## config.mk

```make
export PLATFORM = sky130hd
export DESIGN_NAME = mme_mac
export DESIGN_NICKNAME = d
export VERILOG_FILES = /design/src/rtl/assert_macros.svh /design/src/rtl/mme_pkg.sv /design/src/rtl/mme_mac.sv
export SDC_FILE = /design/constraint.sdc
export NUM_CORES = 2
export LEC_CHECK = 0
export ABC_AREA = 1
export BUFFER_PORTS_ARGS = -buffer_cell sky130_fd_sc_hd__clkbuf_2
export CAP_MARGIN = 20
export CORE_MARGIN = 2
export CORE_UTILIZATION = 40
export DETAILED_ROUTE_END_ITERATION = 10
export GPL_ROUTABILITY_DRIVEN = 0
export GPL_TIMING_DRIVEN = 1
export PLACE_DENSITY = 0.54
export SETUP_SLACK_MARGIN = 0.2
export SYNTH_ARGS = -nofsm -noshare
export SYNTH_HDL_FRONTEND = slang
export SYNTH_SLANG_ARGS = --single-unit
export TNS_END_PERCENT = 1
```

## constraint.sdc

```tcl
create_clock -name vclk -period 7.8
set_input_delay 0.39 -clock vclk [all_inputs]
set_output_delay 0.39 -clock vclk [all_outputs]
set_load 0.02 [all_outputs]
```

## src/rtl/assert_macros.svh

```systemverilog
// Assertion macros shared by the RTL of the modular exponentiation block.
// Synthesis builds see empty bodies.
`ifndef ASSERT_MACROS_SVH
`define ASSERT_MACROS_SVH
`ifndef SYNTHESIS
`define MME_ASSERT_IMPL(lbl, clk, rst_n, ante, cons) \
  lbl: assert property (@(posedge clk) disable iff (!rst_n) (ante) |-> (cons)) \
    else $error("assertion failed");
`define MME_ASSERT_NEXT(lbl, clk, rst_n, ante, cons) \
  lbl: assert property (@(posedge clk) disable iff (!rst_n) (ante) |=> (cons)) \
    else $error("assertion failed");
`else
`define MME_ASSERT_IMPL(lbl, clk, rst_n, ante, cons)
`define MME_ASSERT_NEXT(lbl, clk, rst_n, ante, cons)
`endif
`endif

```

## src/rtl/mme_pkg.sv

```systemverilog
// Shared widths, types and command codes of the modular exponentiation block.
// No dependencies.
package mme_pkg;
  localparam int WORD_COUNT = 8;
  localparam int WORD_BITS  = 32;
  localparam int OP_W       = WORD_COUNT * WORD_BITS;
  localparam int PROD_W     = 2 * OP_W;
  localparam int WIDE_W     = PROD_W + WORD_BITS;
  localparam int FOLD_ROUNDS = 16;
  localparam int FOLD_WEIGHT = 19;
  localparam int OPERAND_DEPTH = 8 * WORD_COUNT;

  typedef logic [WORD_BITS-1:0]   word_t;
  typedef logic [2*WORD_BITS-1:0] dword_t;
  typedef logic [OP_W-1:0]        opnd_t;

  typedef enum logic [3:0] {
    CMD_BASE   = 4'd0,
    CMD_EXP    = 4'd1,
    CMD_MOD    = 4'd2,
    CMD_ACC    = 4'd3,
    CMD_FACTOR = 4'd4,
    CMD_BETA   = 4'd5,
    CMD_RMASK  = 4'd6,
    CMD_PN     = 4'd7,
    CMD_START  = 4'd8
  } cmd_e;

  localparam logic [2:0] OP_BASE   = 3'd0;
  localparam logic [2:0] OP_EXP    = 3'd1;
  localparam logic [2:0] OP_MOD    = 3'd2;
  localparam logic [2:0] OP_ACC    = 3'd3;
  localparam logic [2:0] OP_FACTOR = 3'd4;
  localparam logic [2:0] OP_BETA   = 3'd5;
  localparam logic [2:0] OP_RMASK  = 3'd6;
  localparam logic [2:0] OP_PN     = 3'd7;
endpackage

```

## src/rtl/mme_mac.sv

```systemverilog
// Shared 32x32 multiply-accumulate unit: a*b + addend + carry_in.
// Depends on mme_pkg.
module mme_mac (
  input  mme_pkg::word_t  a,
  input  mme_pkg::word_t  b,
  input  mme_pkg::word_t  addend,
  input  mme_pkg::word_t  carry_in,
  output mme_pkg::dword_t sum
);
  import mme_pkg::*;
  dword_t prod;
  assign prod = dword_t'(a) * dword_t'(b);
  assign sum  = prod + dword_t'(addend) + dword_t'(carry_in);
endmodule

```

==> flow_summary.ini <==
[synth]
syn_avg_cell_area_um2 = 7.36
synth_xor_area_frac = 0.00834
ys_seq_area_frac = 0
yosysWarnings = 0
synth-simple-area-share = 0.186
ys_types = 22
synth_area_um2 = 37800
syn_inst = 5133
syn_nets = 6496
synth_largest_area_cell = fa_1
synth_area_leaders = fa_1 51%, inv_1 18%, nand2_1 16%
muxShareOfSynthArea = 0
synth_top_family_by_area = adder cells
synth_top_area_frac = 0.508
synth_compound_area_frac = 0.00755
synth_adder_area_share = 0.599

[sta]
fmax_mhz = 135
relSlewSlack = 0.575
rsz0062_at_grt = yes
hold_viol_final = 0
worstMarginPinSlew_ps = 638
report.final.slew_viol_count = 0
min_period_ps = 7430
final-setup-viol-count = 0
period_share = 0.952
tns_ps = 0

[drt]
wire_per_inst_um = 17.1
viasPerCell = 4.61
totalWireLength_mm = 112
drtPass1Iterations = 5
ant_nets = 0
drc = 0
vias = 30234
first_iter_violations = 1576

[finish]
nFlopsAndLatches = 0
layout.clock_buffers = 0
fin_nets = 6661
seq_area_um2 = 0
layout-drive-gt1-share = 0.0821
syn_to_final_growth_pct = 9.60
fillers = 9782

[setup_path]
critical_path_arrival_ps = 7040
cp_max_fo = 20
crit_type = in -> out
crit_path_top_delay_cell = fa_2
cp.required_ps = 7410
worst_setup_path_end_kind = output pin
crit_path_start_kind = input port
slowest_delay_ps = 670

[outcome]
status = finished clean

[clocking]
postCtsSetupRepairBufs = 0
holdBufCountCts = 0

[floorplan]
rows = 112
die_h_um = 311
start_util = 0.404
ios = 192
dieWidth_um = 311
core_area_um2 = 93500
dieArea_um2 = 97000

[hold_path]
hold_path_class = in -> out
holdPathStages = 3
min_from = carry_in[0]
hold_path_end = sum[0]

[place]
io_buffers = 192
dp_hpwl_mm = 103

[global_route]
grt_pass1_wl_mm = 181
overflow = 0
grt_start_max_net_pins = 33
antenna_found_initial = 7
grt_usage = 0.240
first_global_vias = 32189

[run]
drv_cap = 0
==> what timing repair did <==
action	in CTS	in global routing
cloned	0	0
endpoints found under the setup margin	33	46
pin swaps	0	6
resized for setup	10	144
==> cells in the final DEF (no fill, tap or decap), types with 2 or more instances in the layout <==
master	instances
clkbuf_2	147
diode_2	6
inv_1	1812
nand3_2	5
fa_2	6
buf_12	19
ha_2	13
buf_2	12
nor2_4	2
nand2_2	14
o21ai_0	2
o21bai_1	10
nor3_2	3
nor3_1	11
clkbuf_4	25
nor2_1	85
a21oi_1	37
nand2_1	1585
nand4_1	15
nor2_2	26
fa_1	953
ha_1	262
xor2_1	30
buf_6	21
xor2_2	2
a21oi_2	3
buf_4	130
nor3_4	2
nand3_1	54
xnor2_1	4
==> critical path, delay by kind of cell <==
kind / cells / cell delay (ps)
fa+ha+maj: 9 / 4570
simple gates: 10 / 1200
buf+inv: 6 / 840
==> per-stage QoR <==
stage	hold WS [ps]	setup WS (ps)	utilization	std cells	cell area, µm²
floorplan	990	1060	-	5133	37800
global placement	1130	88.8	0.439	6550	41100
detailed placement	1130	80.8	0.439	6550	41100
CTS	1130	180	0.440	6550	41100
global route	1150	124	0.443	6556	41400
finish	1130	373	0.443	6556	41400
==> worst max-delay path by stage <==
stage                     start      end  slack, ps  depth (start not counted)
after floorplan           a[22]  sum[34]       1060                         25
after global routing      a[13]  sum[45]        120                         29
after CTS                 b[11]  sum[45]        180                         30
after detailed placement   b[2]  sum[38]         80                         30
final                     b[26]  sum[60]        370                         25
after global placement     b[2]  sum[25]         90                         28
==> synthesized netlist by cell type <==
master    count
nand3_2       4
nand4_1      15
a21oi_1      40
clkbuf_1    192
nor2_1      100
inv_1      1812
nand2_1    1591
inv_2         1
nor2_2       12
xnor2_1       4
o21bai_1     10
nor4_2        1
nand3_1      56
nor2_4        1
xor2_1       32
nor4_1        1
fa_1        959
ha_1        276
nand2_2       8
o21ai_0       2
nor3_1       11
nor3_2        5
==> routing by layer <==
layer  global-route usage  part of all wire  up-vias
met5                    0          0.000098        -
met4               0.0549             0.025        2
met3               0.0273             0.046      121
met2                0.409              0.49      636
met1                0.326              0.44    15284
li1                     -                 -    14191
==> area by class of cell <==
cell class,instances,area [µm²],share of cell area
repair buffers,355,2590,0.0625
inverters,1813,6810,0.164
diodes,6,15.0,0.000362
well taps,1254,1570,0.0379
multi-input cells,3128,30400,0.735
==> kinds of logic after synthesis <==
kind of cell,after synthesis
buffers and inverters,2005
and+or+nand+nor,1805
adders and majority gates,1235
xor gates and xnor gates,36
AOI/OAI and AO/OA,52
Power is not shown: default switching activity piles up to over one toggle a cycle in this logic, so the estimate is an artifact.
